<file path="config.mk">
export PLATFORM = sky130hd
export DESIGN_NAME = modbus_rtu_request_framer
export DESIGN_NICKNAME = d
export VERILOG_FILES = /design/src/rtl/mrf_pkg.sv /design/src/rtl/mrf_front.sv /design/src/rtl/mrf_fifo.sv /design/src/rtl/mrf_back.sv /design/src/rtl/modbus_rtu_request_framer.sv
export SDC_FILE = /design/constraint.sdc
export NUM_CORES = 1
export LEC_CHECK = 0
export ABC_AREA = 1
export BUFFER_PORTS_ARGS = -buffer_cell sky130_fd_sc_hd__buf_2
export CELL_PAD_IN_SITES_DETAIL_PLACEMENT = 0
export CELL_PAD_IN_SITES_GLOBAL_PLACEMENT = 1
export CORE_MARGIN = 5
export CORE_UTILIZATION = 25
export CTS_CLUSTER_SIZE = 28
export DETAILED_ROUTE_END_ITERATION = 6
export PLACE_DENSITY = 0.54
export SLEW_MARGIN = 20
export SYNTH_ARGS = -nofsm -noshare
export SYNTH_HDL_FRONTEND = slang
export SYNTH_SLANG_ARGS = --single-unit
</file>
<file path="constraint.sdc">
create_clock -name clk_i -period 8.2 [get_ports clk_i]
set_clock_uncertainty 0.2 [all_clocks]
set_input_delay 1.23 -clock clk_i [delete_from_list [all_inputs] [get_ports clk_i]]
set_output_delay 1.23 -clock clk_i [all_outputs]
set_load 0.02 [all_outputs]
</file>
<file path="src/rtl/mrf_pkg.sv">
// Shared types, codes and helpers for the Modbus RTU request framer.
// No dependencies; imported by every module of the block.
package mrf_pkg;

  localparam logic [7:0] FcReadHolding  = 8'd3;
  localparam logic [7:0] FcWriteSingle  = 8'd6;
  localparam logic [7:0] FcWriteMulti   = 8'd16;

  localparam logic [15:0] CrcInit = 16'hFFFF;
  localparam logic [15:0] CrcPoly = 16'hA001;

  localparam int unsigned QDepth = 2;

  // index of the last body byte (before the CRC)
  localparam logic [3:0] BodyLastShort = 4'd5;
  localparam logic [3:0] BodyLastLong  = 4'd10;

  typedef enum logic [1:0] {
    KIND_READ    = 2'd0,
    KIND_WSINGLE = 2'd1,
    KIND_WMULTI  = 2'd2,
    KIND_INVALID = 2'd3
  } kind_e;

  typedef struct packed {
    kind_e       kind;
    logic [7:0]  func;
    logic [7:0]  addr;
    logic [15:0] start;
    logic [15:0] second;
    logic [7:0]  bcount;
    logic [31:0] word;
  } req_t;

  function automatic logic [15:0] crc_byte(input logic [15:0] crc_in, input logic [7:0] b);
    logic [15:0] c;
    c = crc_in ^ {8'h00, b};
    for (int i = 0; i < 8; i++) begin
      if (c[0]) begin
        c = (c >> 1) ^ CrcPoly;
      end else begin
        c = c >> 1;
      end
    end
    return c;
  endfunction

  function automatic logic [7:0] byte_sel(input req_t r, input logic [3:0] idx);
    logic [7:0] b;
    case (idx)
      4'd0:    b = r.addr;
      4'd1:    b = r.func;
      4'd2:    b = r.start[15:8];
      4'd3:    b = r.start[7:0];
      4'd4:    b = r.second[15:8];
      4'd5:    b = r.second[7:0];
      4'd6:    b = r.bcount;
      4'd7:    b = r.word[31:24];
      4'd8:    b = r.word[23:16];
      4'd9:    b = r.word[15:8];
      4'd10:   b = r.word[7:0];
      default: b = 8'h00;
    endcase
    return b;
  endfunction

endpackage

</file>
<file path="src/rtl/mrf_front.sv">
// Request intake: decodes the function code and builds the queued request record.
// Depends on mrf_pkg.
module mrf_front import mrf_pkg::*; (
  input  logic        s_axis_tvalid,
  output logic        s_axis_tready,
  input  logic [95:0] s_axis_tdata,  // addr, start, count, value, bcount, word
  input  logic [7:0]  s_axis_tuser,  // function code
  input  logic        full_i,
  output logic        push_o,
  output req_t        entry_o
);

  kind_e kind;

  always_comb begin
    unique case (s_axis_tuser)
      FcReadHolding: kind = KIND_READ;
      FcWriteSingle: kind = KIND_WSINGLE;
      FcWriteMulti:  kind = KIND_WMULTI;
      default:       kind = KIND_INVALID;
    endcase
  end

  assign s_axis_tready = !full_i;
  assign push_o        = s_axis_tvalid && !full_i;

  always_comb begin
    entry_o.kind   = kind;
    entry_o.func   = s_axis_tuser;
    entry_o.addr   = s_axis_tdata[7:0];
    entry_o.start  = s_axis_tdata[23:8];
    entry_o.second = (kind == KIND_WSINGLE) ? s_axis_tdata[55:40] : s_axis_tdata[39:24];
    entry_o.bcount = s_axis_tdata[63:56];
    entry_o.word   = s_axis_tdata[95:64];
  end

endmodule

</file>
<file path="src/rtl/mrf_fifo.sv">
// Two-entry request queue between intake and frame sequencer.
// Depends on mrf_pkg.
module mrf_fifo import mrf_pkg::*; (
  input  logic clk_i,
  input  logic rst_ni,
  input  logic push_i,
  input  req_t entry_i,
  output logic full_o,
  input  logic pop_i,
  output logic valid_o,
  output req_t head_o
);

  localparam int unsigned PtrW = (QDepth > 1) ? $clog2(QDepth) : 1;
  localparam int unsigned CntW = $clog2(QDepth + 1);

  req_t            mem_q [QDepth];
  logic [PtrW-1:0] wr_ptr_q, wr_ptr_d;
  logic [PtrW-1:0] rd_ptr_q, rd_ptr_d;
  logic [CntW-1:0] cnt_q, cnt_d;

  assign full_o  = (cnt_q == CntW'(QDepth));
  assign valid_o = (cnt_q != '0);
  assign head_o  = mem_q[rd_ptr_q];

  function automatic logic [PtrW-1:0] ptr_inc(input logic [PtrW-1:0] p);
    return (p == PtrW'(QDepth - 1)) ? '0 : p + 1'b1;
  endfunction

  always_comb begin
    wr_ptr_d = push_i ? ptr_inc(wr_ptr_q) : wr_ptr_q;
    rd_ptr_d = pop_i ? ptr_inc(rd_ptr_q) : rd_ptr_q;
    cnt_d    = cnt_q;
    if (push_i && !pop_i) begin
      cnt_d = cnt_q + 1'b1;
    end else if (pop_i && !push_i) begin
      cnt_d = cnt_q - 1'b1;
    end
  end

  always_ff @(posedge clk_i or negedge rst_ni) begin
    if (!rst_ni) begin
      wr_ptr_q <= '0;
      rd_ptr_q <= '0;
      cnt_q    <= '0;
    end else begin
      wr_ptr_q <= wr_ptr_d;
      rd_ptr_q <= rd_ptr_d;
      cnt_q    <= cnt_d;
    end
  end

  always_ff @(posedge clk_i) begin
    if (push_i) begin
      mem_q[wr_ptr_q] <= entry_i;
    end
  end

endmodule

</file>
<file path="src/rtl/mrf_back.sv">
// Frame sequencer: emits one frame byte per transaction with a running CRC-16.
// Depends on mrf_pkg; fed from mrf_fifo.
module mrf_back import mrf_pkg::*; (
  input  logic       clk_i,
  input  logic       rst_ni,
  input  logic       head_valid_i,
  input  req_t       head_i,
  output logic       pop_o,
  output logic       m_axis_tvalid,
  input  logic       m_axis_tready,
  output logic [7:0] m_axis_tdata,  // frame byte
  output logic       m_axis_tlast,
  output logic       m_axis_tuser   // invalid code flag
);

  typedef enum logic [3:0] {
    ST_IDLE   = 4'b0001,
    ST_BODY   = 4'b0010,
    ST_CRC_LO = 4'b0100,
    ST_CRC_HI = 4'b1000
  } state_e;

  state_e      state_q, state_d;
  req_t        req_q, req_d;
  logic [3:0]  idx_q, idx_d;
  logic [15:0] crc_q, crc_d;
  logic        out_valid_q;
  logic [7:0]  out_data_q;
  logic        out_last_q, out_user_q;

  logic        can_load, load;
  logic [7:0]  ld_data, cur_byte;
  logic        ld_last, ld_user;
  logic [3:0]  last_idx;

  assign can_load = !out_valid_q || m_axis_tready;
  assign cur_byte = byte_sel(req_q, idx_q);
  assign last_idx = (req_q.kind == KIND_WMULTI) ? BodyLastLong : BodyLastShort;

  always_comb begin
    state_d = state_q;
    req_d   = req_q;
    idx_d   = idx_q;
    crc_d   = crc_q;
    pop_o   = 1'b0;
    load    = 1'b0;
    ld_data = 8'h00;
    ld_last = 1'b0;
    ld_user = 1'b0;
    unique case (state_q)
      ST_IDLE: begin
        if (head_valid_i && can_load) begin
          pop_o = 1'b1;
          load  = 1'b1;
          req_d = head_i;
          if (head_i.kind == KIND_INVALID) begin
            ld_user = 1'b1;
          end else begin
            ld_data = head_i.addr;
            crc_d   = crc_byte(CrcInit, head_i.addr);
            idx_d   = 4'd1;
            state_d = ST_BODY;
          end
        end
      end
      ST_BODY: begin
        if (can_load) begin
          load    = 1'b1;
          ld_data = cur_byte;
          crc_d   = crc_byte(crc_q, cur_byte);
          idx_d   = idx_q + 4'd1;
          if (idx_q == last_idx) begin
            state_d = ST_CRC_LO;
          end
        end
      end
      ST_CRC_LO: begin
        if (can_load) begin
          load    = 1'b1;
          ld_data = crc_q[7:0];
          state_d = ST_CRC_HI;
        end
      end
      ST_CRC_HI: begin
        if (can_load) begin
          load    = 1'b1;
          ld_data = crc_q[15:8];
          ld_last = 1'b1;
          state_d = ST_IDLE;
        end
      end
      default: state_d = ST_IDLE;
    endcase
  end

  always_ff @(posedge clk_i or negedge rst_ni) begin
    if (!rst_ni) begin
      state_q     <= ST_IDLE;
      out_valid_q <= 1'b0;
    end else begin
      state_q <= state_d;
      if (load) begin
        out_valid_q <= 1'b1;
      end else if (m_axis_tready) begin
        out_valid_q <= 1'b0;
      end
    end
  end

  always_ff @(posedge clk_i) begin
    req_q <= req_d;
    idx_q <= idx_d;
    crc_q <= crc_d;
    if (load) begin
      out_data_q <= ld_data;
      out_last_q <= ld_last;
      out_user_q <= ld_user;
    end
  end

  assign m_axis_tvalid = out_valid_q;
  assign m_axis_tdata  = out_data_q;
  assign m_axis_tlast  = out_last_q;
  assign m_axis_tuser  = out_user_q;

endmodule

</file>
<file path="src/rtl/modbus_rtu_request_framer.sv">
// Modbus RTU request framer, top level.
// Depends on mrf_pkg, mrf_front, mrf_fifo and mrf_back.
//
// Each accepted request becomes one frame on the output stream, one byte per
// transaction: 8 bytes for read holding (3) and write single (6), 13 bytes for
// write multiple (16), CRC-16 low byte then high byte at the end, tlast on the
// final byte. Any other function code gives a single transaction with tuser
// set and data/tlast zero. The byte sequencer emits one byte per cycle while
// m_axis_tready does not stall the output, with a running byte-wide CRC; a
// two-entry queue keeps accepting requests while a frame drains.
module modbus_rtu_request_framer import mrf_pkg::*; (
  input  logic        clk_i,
  input  logic        rst_ni,
  input  logic        s_axis_tvalid,
  output logic        s_axis_tready,
  // [7:0] device_address, [23:8] start_register, [39:24] register_count,
  // [55:40] write_value, [63:56] payload_byte_count, [95:64] payload_word
  input  logic [95:0] s_axis_tdata,
  input  logic [7:0]  s_axis_tuser,   // [7:0] op
  output logic        m_axis_tvalid,
  input  logic        m_axis_tready,
  output logic [7:0]  m_axis_tdata,   // [7:0] frame_byte
  output logic        m_axis_tlast,   // last_byte
  output logic        m_axis_tuser    // [0] invalid_code
);

  req_t entry, head;
  logic push, pop, full, head_valid;

  mrf_front u_front (
    .s_axis_tvalid (s_axis_tvalid),
    .s_axis_tready (s_axis_tready),
    .s_axis_tdata  (s_axis_tdata),
    .s_axis_tuser  (s_axis_tuser),
    .full_i        (full),
    .push_o        (push),
    .entry_o       (entry)
  );

  mrf_fifo u_fifo (
    .clk_i   (clk_i),
    .rst_ni  (rst_ni),
    .push_i  (push),
    .entry_i (entry),
    .full_o  (full),
    .pop_i   (pop),
    .valid_o (head_valid),
    .head_o  (head)
  );

  mrf_back u_back (
    .clk_i         (clk_i),
    .rst_ni        (rst_ni),
    .head_valid_i  (head_valid),
    .head_i        (head),
    .pop_o         (pop),
    .m_axis_tvalid (m_axis_tvalid),
    .m_axis_tready (m_axis_tready),
    .m_axis_tdata  (m_axis_tdata),
    .m_axis_tlast  (m_axis_tlast),
    .m_axis_tuser  (m_axis_tuser)
  );

endmodule

</file>
# Word level (Yosys, flattened, before mapping)

Memory sizes are Yosys's and may differ from the RTL's.
Index checks and enable logic that the tools add are counted.

Flip-flop bits (word level): 129
Latch bits: 0
RAM bits: 180
Memory bits (read-only): 0
Word-level logic and storage cells: 176
Memories kept: 1

$add $sub $neg: 5
$mul: 0
Div/mod/pow operators: 0
Order comparisons: 0
Equal/unequal tests: 28
Shifts and indexed selects: 0
Mux-type cells: 89
Bitwise operators: 18
Reductions and logical operators: 18

Memories:

| memory       | depth | bits a word | rd ports | clocked after memory_dff | wr ports | RTL line       | RTL |
|---|---|---|---|---|---|---|---|
| u_fifo.mem_q | 2     | 90          | 1        | 0                        | 1        | mrf_fifo.sv:17 | `req_t mem_q [QDepth];` |

Operators by type and width:

| cell                 | count |
|---|---|
| $mux W16             | 55 |
| $pmux W8 S11         | 1 |
| $not A2 Y3           | 16 |
| $mux W4              | 10 |
| $mux W8              | 5 |
| $pmux W16 S2         | 1 |
| $pmux W8 S4          | 1 |
| $eq A4 B3 Y1 const B | 5 |
| $eq A4 B4 Y1 const B | 4 |
| $not A8 Y16          | 1 |
| $pmux W4 S4          | 1 |
| $xor A16 B8 Y16      | 1 |
| $eq A4 B2 Y1 const B | 3 |
| $mux W1              | 10 |
| $ne A2 B1 Y1 const B | 5 |
| $eq A4 B1 Y1 const B | 2 |
| $eq A8 B2 Y1 const B | 1 |
| $eq A8 B3 Y1 const B | 1 |
| $eq A8 B5 Y1 const B | 1 |
| $pmux W4 S2          | 1 |
| $reduce_bool A2 Y1   | 4 |
| $eq A2 B2 Y1 const B | 3 |
| $pmux W2 S3          | 1 |
| $reduce_and A6 Y1    | 1 |
| other kinds (16)     | 24 |

# Longest topological paths before layout

Gate-level depths: netlist (run 1).
An unclocked memory read counts as a cell.

Depth after elaboration: 42
Gate-level depth with buffers: 20

# Hierarchy

Synthesis (run 1) repeated with hierarchy kept, for this count alone.

Cell total of the unflattened synthesis: 1013
Area total of the unflattened synthesis: 13676.9 µm²

Modules (own cells, without submodules):

| module    | instances | cells each | area an instance (µm²) |
|---|---|---|---|
| mrf_fifo  | 1         | 305        | 6760.2 |
| mrf_back  | 1         | 557        | 5973.2 |
| mrf_front | 1         | 151        | 943.4 |

# Worst setup path before layout (run 1)

No wires, ideal clock.

Kind: input port to flip-flop
Start: input port m_axis_tready
End: register u_fifo.cnt_q[1]
Arrival: 6.492 ns
Data required time: 7.869 ns
Path slack: 1.377 ns
Stages: 9
Path buffers: 0
Cell sequence: nor2_1 -> a21oi_1 -> inv_1 -> nor2_1 -> inv_1 -> ha_1 -> a21oi_1 -> o21ai_0 -> xor2_1

Cells in the longest elaborated chain, start to end: 7

Ends and longest elaborated chain:

| what                                          | RTL line                        | RTL |
|---|---|---|
| from (decl)                                   | modbus_rtu_request_framer.sv:21 | `input logic m_axis_tready,` |
| $logic_or A1 B1 Y1 (*)                        | mrf_back.sv:36                  | `assign can_load = !out_valid_q \|\| m_axis_tready;` |
| $logic_and A1 B1 Y1 (*)                       | mrf_back.sv:52                  | `if (head_valid_i && can_load) begin` |
| $mux W1 (*)                                   | mrf_back.sv:52                  |  |
| $mux W1 (*)                                   | mrf_back.sv:50                  | `unique case (state_q)` |
| net pop                                       | modbus_rtu_request_framer.sv:28 | `logic push, pop, full, head_valid;` |
| $logic_not A1 Y1                              | mrf_fifo.sv:34                  | `if (push_i && !pop_i) begin` |
| $logic_and A1 B1 Y1                           | mrf_fifo.sv:34                  |  |
| $mux W2 or $reduce_bool A2 Y1 (tied branches) | -                               |  |
| to (signal assigned)                          | mrf_fifo.sv:49                  | `cnt_q <= cnt_d;` |
| to (decl)                                     | mrf_fifo.sv:20                  | `logic [CntW-1:0] cnt_q, cnt_d;` |

The timed path passes the listed nets; every way through them passes the cells marked *.
A chain may end at the register's enable or synchronous reset.

==> out/metrics.cfg, run 1 <==
[status]
status = completed

[timing]
max_freq_mhz = 268
tns_ps = 0
worst_pin_slew_ps = 1080
timing.final.ws_setup_ps = 4470
setup_viol = 0
period_needed_ps = 3730
rsz0062_at_grt = no
hold_viol = 0
slew_viol_final = 0
relSlewSlack = 0.274
hold_ws_ps = 283
period_share = 0.455

[detailed_routing]
drt_iter0_markers = 400
drc = 0
vias_per_cell = 4.27
ant_nets = 0
first_pass_iters = 5
wl_per_cell_microns = 18.0
wl_microns = 31500
vias = 7499

[yosys]
syn_area_sq_um = 13000
avgSynthCellArea_sq_um = 14.1
yosys_warnings = 0
synthCells = 916
synth-seq-cells = 309
synth_nets = 1029
yosysUniqueCellTypes = 43
ys_seq_area_frac = 0.713

[critical_path]
required_ps = 8200
crit_type = reg2reg
critPathLaunchType = flip-flop
cp-end-kind = flip-flop
worstRegToRegCells = 10
path_max_fanout = 61
ff2ff_setup_slack_ps = 4470
r2r-start = u_fifo.rd_ptr_q$_DFFE_PN0P_
arrival_ps = 3730
r2r-end = u_back.m_axis_tdata[4]$_DFFE_PP_

[power_and_ir_drop]
clkPwrFrac = 0.232
p_sw_uw = 2280
ir_drop_mv = 0.151
p_seq_frac = 0.425
combPwrFrac = 0.342
switching_share = 0.361
internal_power_uw = 4040
p_leak_uw = 0.00574
finalPower_uw = 6320
powerDensity_nw_per_um2 = 410

[clocking]
worstSkewPairLatency_ps = 510
post_cts_resized = 0
holdBufCountCts = 0
htree_levels = 2
cts_tree = built
cts_buffers = 35
numClockSinks = 309
post-cts-setup-buffer-count = 0
clockRootBuffer = clkbuf_16
cts.path.max_buffers = 3
clk_pin_slew_worst_paths_ps = 60

[layout]
final_cell_mix = 300 x edfxtp_1, 125 x nand2_1, 119 x buf_2, 96 x mux2_2, 74 x inv_1
drive_above_1_share = 0.304
areaGrowthSynthToFinish_pct = 18.9
final_common_cell = edfxtp_1
antennaDiodeCount = 0
fin_nets = 1166

[worst_hold_path]
hold_start = u_fifo.cnt_q[0]$_DFFE_PN0P_
hold_path_class = reg2reg
holdPathEnd = u_fifo.cnt_q[0]$_DFFE_PN0P_
hold_depth = 1

[floorplanning]
initial_core_util = 0.253
io_pins = 120
core_sq_um = 51300
fp.dieW_microns = 238
die_y_microns = 238
num_rows = 83
dieArea_sq_um = 56500

[global_route]
grt_max_degree = 67
grt-ovfl-total = 0
antenna_found_initial = 1
grtUsageTotal = 0.109
grt_pass1_wl_microns = 47100
first_global_vias = 7661

[placement]
dp_hpwl_microns = 21500
dpl_worst_slack_ps = 4390
place.gp.congestion = 0.800
io_buffers = 119

[job]
maxCapViolCount = 0

cells in the mapped netlist, drive strengths merged:
| cell type | count | area (sq um) |
|---|---|---|
| clkbuf | 14 | 60.1 |
| o2111a | 1 | 11.3 |
| dfrtp | 8 | 200 |
| nand2 | 133 | 519 |
| nor3 | 8 | 40.0 |
| xor2 | 7 | 61.3 |
| a21oi | 11 | 55.1 |
| o22ai | 2 | 12.5 |
| nor4 | 2 | 12.5 |
| a22oi | 9 | 67.6 |
| a21o | 1 | 7.51 |
| a221oi | 2 | 17.5 |
| o21ai | 30 | 154 |
| a31oi | 2 | 12.5 |
| dfstp | 1 | 26.3 |
| and3 | 1 | 6.26 |
| inv | 79 | 297 |
| nand3 | 59 | 370 |
| buf | 17 | 124 |
| mux2 | 96 | 1080 |
| o211ai | 1 | 7.51 |
| ha | 5 | 62.6 |
| a41oi | 1 | 8.76 |
| o221ai | 6 | 52.6 |
| o21a | 1 | 7.51 |
| xnor2 | 5 | 43.8 |
| or2 | 3 | 18.8 |
| edfxtp | 300 | 9010 |
| nand4 | 45 | 307 |
| nor2 | 66 | 308 |
through the flow:
stage	util	cell area, sq um	std cells
6_report	0.300	15400	1755
5_1_grt	0.300	15400	1755
4_1_cts	0.300	15400	1755
3_5_place_dp	0.280	14300	1696
3_3_place_gp	0.280	14300	1696
2_1_floorplan	-	13000	916
sequential cells by signal (all words and copies together), names as in the netlist:
register and cells:
u_fifo.rd_ptr_q 1, u_fifo.mem_q 180, u_fifo.wr_ptr_q 1, u_back.m_axis_tdata 8, u_back.state_q 4, u_back.m_axis_tlast 1, u_back.m_axis_tuser 1, u_back.idx_q 4
u_back.m_axis_tvalid 1, u_back.crc_q 16, u_back.req_q 90, u_fifo.cnt_q 2
metal layers:
layer | global-route usage | part of all wire
met4 | 0.0388 | 0.030
met1 | 0.144 | 0.45
met2 | 0.181 | 0.47
met3 | 0.0207 | 0.044
met5 | 0 | 0.00041
final cells by class:
type                       instances  area, sq um
timing repair buffer             131          686
multi-input combinational        497         3270
tap                              680          851
fill                            5224        35900
clock inverter                    15          119
clock buffer                      44          952
sequential                       309         9240
inverter                          79          297
worst max path at each step:
stage | startpoint | to | slack (ps) | cells past startpoint
after CTS | u_fifo.rd_ptr_q$_DFFE_PN0P_ | u_back.m_axis_tdata[4]$_DFFE_PP_ | 4380 | 10
after detailed placement | u_fifo.rd_ptr_q$_DFFE_PN0P_ | u_back.m_axis_tdata[4]$_DFFE_PP_ | 4390 | 10
after global placement | u_fifo.rd_ptr_q$_DFFE_PN0P_ | u_back.m_axis_tdata[4]$_DFFE_PP_ | 4390 | 10
after floorplan | m_axis_tready | u_fifo.cnt_q[1]$_DFFE_PN0P_ | 1380 | 9
after global routing | u_fifo.rd_ptr_q$_DFFE_PN0P_ | u_back.m_axis_tdata[1]$_DFFE_PP_ | 4150 | 12
final | u_fifo.rd_ptr_q$_DFFE_PN0P_ | u_back.m_axis_tdata[4]$_DFFE_PP_ | 4470 | 10
power groups by stage:
stage / Combinational, uW / Sequential, uW / Clock, uW
6_report: 2160 / 2690 / 1470
5_1_grt: 2410 / 2740 / 1580
4_1_cts: 2220 / 2700 / 1520
3_5_place_dp: 2200 / 2720 / 0
3_3_place_gp: 2190 / 2720 / 0
2_1_floorplan: 1550 / 2700 / 0
logic make-up after synthesis:
group,synth area share
and+or+nand+nor,0.122
DFF,0.713
buffers and inverters,0.0371
muxes,0.0834
AOI/OAI and AO/OA,0.0320
xor gates and xnor gates,0.00811
adders and majority gates,0.00483
worst max-delay path: stages (launching register included):
cell	delay, ps
dfrtp_4	800
buf_4	740
nand2_1	100
o21ai_0	150
nand2_1	200
a221oi_1	490
nor2_2	90
inv_2	100
nor2_4	80
a22oi_1	180
o221ai_1	240
Power figures use the tool's default switching activity.
==> run 2, diff against run 1 <==
Clock period 8.2 ns to 3.6 ns, I/O delays scaled along.
==> out/metrics.cfg, run 2 (synthesized netlist as in run 1, its figures left out) <==
[layout]
regMostFlops = u_fifo.mem_q
areaGrowthSynthToFinish_pct = 20.9
postLayoutCoreUtil = 0.305  ; +0.00493
largest_reg_flops = 180  ; unchanged
antennaDiodeCount = 0  ; unchanged
final_cell_mix = 300 x edfxtp_1, 125 x nand2_1, 119 x buf_2, 96 x mux2_2, 74 x inv_1
final_area_sq_um = 15700  ; +1.6%
fillers = 5215  ; -0.17%
final_common_cell = edfxtp_1
fin_nets = 1191  ; +2.1%
reg_top3 = u_fifo.mem_q (180), u_back.req_q (90), u_back.crc_q (16)
drive_above_1_share = 0.306  ; +0.00162

[worst_hold_path]
hold_start = s_axis_tdata[2]
hold_path_class = in2reg
hold_depth = 1  ; unchanged
holdPathEnd = u_fifo.mem_q[0][74]$_DFFE_PP_

[placement]
io_buffers = 119  ; unchanged
dp_hpwl_microns = 21800  ; +1.3%
place.gp.congestion = 0.804  ; +0.40%
dpl_worst_slack_ps = 265  ; -4120 ps
placed_area_sq_um = 14400  ; +0.54%

[detailed_routing]
first_pass_iters = 5  ; unchanged
drt_iter0_markers = 395  ; -1.3%
vias = 7599  ; +1.3%
ant_nets = 0  ; unchanged
wl_microns = 31200  ; -1.0%
wl_per_cell_microns = 17.5  ; -2.5%
vias_per_cell = 4.26  ; -0.20%
drc = 0  ; unchanged

[power_and_ir_drop]
ir_drop_mv = 0.325  ; +120%
p_leak_uw = 0.00585  ; +1.9%
finalPower_uw = 14400  ; +130%
powerDensity_nw_per_um2 = 922  ; +120%

[timing]
relSlewSlack = 0.422  ; +0.148
setup_viol = 0  ; unchanged
timing.final.ws_setup_ps = 292  ; -4180 ps
tns_ps = 0  ; unchanged
hold_viol = 0  ; unchanged
max_freq_mhz = 302  ; +13%
period_needed_ps = 3310  ; -419 ps
period_share = 0.919  ; +0.464
rsz0062_at_grt = no
slew_viol_final = 0  ; unchanged
worst_pin_slew_ps = 858  ; -223 ps

[floorplanning]
initial_core_util = 0.253  ; unchanged
dieArea_sq_um = 56500  ; unchanged
die_y_microns = 238  ; unchanged
fp.dieW_microns = 238  ; unchanged
core_sq_um = 51300  ; unchanged
io_pins = 120  ; unchanged
num_rows = 83  ; unchanged

[critical_path]
r2r-start = u_back.idx_q[0]$_SDFFCE_PN1P_
path_max_fanout = 16  ; -74%
cp-end-kind = flip-flop
worstRegToRegCells = 18  ; +8
arrival_ps = 3380  ; -350 ps
worstSetupStartpoint = u_back.idx_q[0]$_SDFFCE_PN1P_
critPathLaunchType = flip-flop
ff2ff_setup_slack_ps = 290  ; -4180 ps
required_ps = 3670  ; -4530 ps
crit_type = reg2reg
r2r-end = u_back.crc_q[0]$_DFFE_PP_

[global_route]
antenna_found_initial = 0  ; -1
grt_pass1_wl_microns = 47600  ; +1.1%
grtUsageTotal = 0.109  ; -0.000364
first_global_vias = 7811  ; +2.0%
grt_max_degree = 92  ; +37%
grt-ovfl-total = 0  ; unchanged

[clocking]
cts_tree = built
cts_buffers = 35  ; unchanged
worstSkewPairLatency_ps = 510  ; about the same
post-cts-setup-buffer-count = 0  ; unchanged
cts.path.max_buffers = 3  ; unchanged
clk_pin_slew_worst_paths_ps = 60  ; about the same
numClockSinks = 309  ; unchanged
clockRootBuffer = clkbuf_16
htree_levels = 2  ; unchanged

[status]
status = completed

[job]
maxCapViolCount = 0  ; unchanged

run 2: per-layer routing:
| metal | GRT usage | share of wire |
|---|---|---|
| met3 | 0.0190 | 0.039 |
| met1 | 0.146 | 0.45 |
| met5 | 0 | 0 |
| met2 | 0.184 | 0.49 |
| met4 | 0.0280 | 0.020 |
run 2: metrics by stage:
| step | instances | hold slack, ps |
|---|---|---|
| 2_1_floorplan | 916 | 44.4 |
| 5_1_grt | 1782 | 1.13 |
| 4_1_cts | 1782 | 0.210 |
| 3_5_place_dp | 1703 | 220 |
| 6_report | 1782 | 27.5 |
| 3_3_place_gp | 1703 | 213 |
run 2: how the worst max path moves through the flow:
stage / to / slack, ps / cells past startpoint
2_1_floorplan: u_fifo.mem_q[1][0]$_DFFE_PP_ / -130 / 4
4_1_cts: u_back.crc_q[0]$_DFFE_PP_ / 260 / 18
3_5_place_dp: u_back.crc_q[0]$_DFFE_PP_ / 270 / 18
5_1_grt: u_back.crc_q[0]$_DFFE_PP_ / 6 / 18
6_report: u_back.crc_q[0]$_DFFE_PP_ / 290 / 18
3_3_place_gp: u_back.crc_q[0]$_DFFE_PP_ / 410 / 18
run 2: repair_timing:
item | 4_1_cts | 5_1_grt
endpoints found under the hold margin | 43 | 0
resized for setup | 0 | 0
hold buffers | 18 | 0
run 2: final cells by class:
class	instances	area (sq um)	area share
sequential	309	9240	0.590
multi-input combinational	497	3270	0.209
clock buffer	46	960	0.0613
timing repair buffer	156	943	0.0602
tap	680	851	0.0543
inverter	79	297	0.0189
clock inverter	15	106	0.00679
run 2: report_power, final:
part | internal, uW | total [uW] | leakage (uW) | switching [uW]
registers | 5640 | 6090 | 0.00289 | 454
clock network | 1950 | 3300 | 0.000517 | 1350
logic | 1640 | 5050 | 0.00244 | 3410
total | 9230 | 14400 | 0.00585 | 5210
run 2: worst max-delay path, cell delays in order, from the launching register on:
cell and delay (ps):
edfxtp_1 470, inv_1 140, ha_1 610, buf_4 290
nand4_1 160, nand2_1 100, nor2_1 50, nand3_1 120
nand2_1 70, nand2_1 150, nand2_1 80, nand3_1 100
nand2_2 60, nand2_1 80, nand2_1 80, nand2_2 70
nand3_1 110, nand3_2 90, nand2_2 40
==> run 3, diff against run 2 <==
Settings changed: PLACE_DENSITY 0.54 to 0.55.
==> out/metrics.cfg, run 3 (synthesized netlist as in run 1, its figures left out) <==
[timing]
rsz0062_at_grt = no
max_freq_mhz = 318  ; +5.4%
setup_viol = 0  ; unchanged
relSlewSlack = 0.324  ; -0.0982
tns_ps = 0  ; unchanged
hold_ws_ps = 27.6  ; +0.0607 ps
period_needed_ps = 3140  ; -168 ps
hold_viol = 0  ; unchanged
period_share = 0.872  ; -0.0468
slew_viol_final = 0  ; unchanged
worst_pin_slew_ps = 1010  ; +150 ps

[worst_hold_path]
hold_start = s_axis_tdata[3]
hold_depth = 1  ; unchanged
hold_path_class = in2reg
holdPathEnd = u_fifo.mem_q[0][75]$_DFFE_PP_

[detailed_routing]
ant_nets = 0  ; unchanged
vias_per_cell = 4.25  ; -0.41%
wl_microns = 31600  ; +1.3%
drc = 0  ; unchanged
drt_iter0_markers = 542  ; +37%
first_pass_iters = 5  ; unchanged
vias = 7593  ; -0.079%
wl_per_cell_microns = 17.7  ; +0.96%

[global_route]
first_global_vias = 7894  ; +1.1%
grt_max_degree = 55  ; -40%
grtUsageTotal = 0.110  ; +0.00120
antenna_found_initial = 0  ; unchanged
grt-ovfl-total = 0  ; unchanged
grt_pass1_wl_microns = 47900  ; +0.61%

[floorplanning]
fp.dieW_microns = 238  ; unchanged
core_sq_um = 51300  ; unchanged
initial_core_util = 0.253  ; unchanged
dieArea_sq_um = 56500  ; unchanged
num_rows = 83  ; unchanged
io_pins = 120  ; unchanged
die_y_microns = 238  ; unchanged

[layout]
antennaDiodeCount = 0  ; unchanged
regMostFlops = u_fifo.mem_q
reg_top3 = u_fifo.mem_q (180), u_back.req_q (90), u_back.crc_q (16)
final_cell_mix = 300 x edfxtp_1, 125 x nand2_1, 119 x buf_2, 96 x mux2_2, 74 x inv_1
regArea_sq_um = 9240  ; unchanged
final_common_cell = edfxtp_1
multi_input_area_sq_um = 3270  ; unchanged
stdcell_count = 1788  ; +0.34%
areaGrowthSynthToFinish_pct = 21.5
largest_reg_flops = 180  ; unchanged
fin_nets = 1200  ; +0.76%
drive_above_1_share = 0.308  ; +0.00195
fillers = 5180  ; -0.67%

[clocking]
post-cts-setup-buffer-count = 0  ; unchanged
worstSkewPairLatency_ps = 510  ; about the same
clockRootBuffer = clkbuf_16
cts_tree = built
holdBufCountCts = 21  ; +3
htree_levels = 2  ; unchanged
cts.path.max_buffers = 3  ; unchanged
cts_buffers = 34  ; -2.9%
numClockSinks = 309  ; unchanged
clk_pin_slew_worst_paths_ps = 60  ; about the same
post_cts_resized = 0  ; unchanged

[critical_path]
slowest_delay_ps = 510  ; -100 ps
r2r-start = u_back.idx_q[0]$_SDFFCE_PN1P_
path_delay_family = simple AND/OR/NAND/NOR gates
worstRegToRegCells = 20  ; +2
crit_chain = inv_1, ha_1, buf_12, inv_1, nor2_1, nand2_1, nand2_1, nor2_1, nand3_2, nand2_1, nand2_1, nand3_1, nand2_2, inv_1, nand2_2, nand2_1, nand2_2, nand3_1, nand3_2, nand2_2
critPathLaunchType = flip-flop
crit_type = reg2reg
cp-end-kind = flip-flop
path_buf_inv = 4  ; +2
ff2ff_setup_slack_ps = 460  ; +170 ps
arrival_ps = 3210  ; -170 ps
path_max_fanout = 12  ; -4
required_ps = 3670  ; about the same
worstSetupStartpoint = u_back.idx_q[0]$_SDFFCE_PN1P_
cp_common_cell = nand2_1
r2r-end = u_back.crc_q[0]$_DFFE_PP_
crit_slowest_cell = ha_1

[status]
status = completed

[placement]
io_buffers = 119  ; unchanged
dp_hpwl_microns = 22200  ; +2.1%
dp.cells = 1710  ; +0.41%
place.gp.congestion = 0.821  ; +2.2%

[job]
maxCapViolCount = 0  ; unchanged

[power_and_ir_drop]
powerDensity_nw_per_um2 = 926  ; +0.42%
ir_drop_mv = 0.426  ; +31%
p_leak_uw = 0.00590  ; +0.91%

[run 3: cell count changes in the layout (fill, tap and decap cells not counted), sizes merged]
cell	previous run	this run
inv	79	80
clkinvlp	2	0
dlygate4sd3	18	21
clkinv	12	10
clkbuf	46	42
buf	138	145
bufinv	1	4
[run 3: per-stage QoR]
step	util	setup WS [ps]	power [uW]	instance area, sq um
floorplan	-	-129	9620	13000
global placement	0.282	539	11300	14500
detailed placement	0.282	472	11300	14500
CTS	0.307	465	14800	15700
global route	0.307	157	15500	15700
finish	0.307	460	14600	15700
[run 3: worst reg2reg max path, delay by kind of cell, from the launching register on]
kind / cells / cell delay [ps]
DFF: 1 / 480
buffers and inverters: 4 / 470
adders and majority gates: 1 / 510
and+or+nand+nor: 15 / 1250
[run 3: final cells by class]
class | count | share of cell area
Timing Repair Buffer | 166 | 0.0644
Sequential cell | 309 | 0.587
Tap cell | 680 | 0.0540
Clock inverter | 15 | 0.0109
Inverter | 79 | 0.0188
Multi-Input combinational cell | 497 | 0.208
Clock buffer | 42 | 0.0573
[run 3: worst max path at each step]
stage	end	slack [ps]	depth (start not counted)
after floorplan	u_fifo.mem_q[1][0]$_DFFE_PP_	-130	4
after global placement	u_back.crc_q[0]$_DFFE_PP_	540	18
after detailed placement	u_back.crc_q[0]$_DFFE_PP_	470	18
after CTS	u_back.crc_q[0]$_DFFE_PP_	460	18
after global routing	u_back.crc_q[0]$_DFFE_PP_	160	20
final	u_back.crc_q[0]$_DFFE_PP_	460	20
[run 3: per-layer routing]
layer	up-vias	track usage	routed length, microns
li1	3685	-	-
met1	3693	0.146	14300
met2	170	0.186	15500
met3	45	0.0187	1200
met4	0	0.0310	655
met5	-	0	0
[run 3: report_power, final]
| part | leakage (uW) | switching (uW) | internal [uW] | total (uW) |
|---|---|---|---|---|
| Sequential | 0.00289 | 437 | 5640 | 6080 |
| Clock | 0.000526 | 1340 | 2060 | 3400 |
| Combinational | 0.00249 | 3440 | 1660 | 5100 |
| Total | 0.00590 | 5210 | 9360 | 14600 |
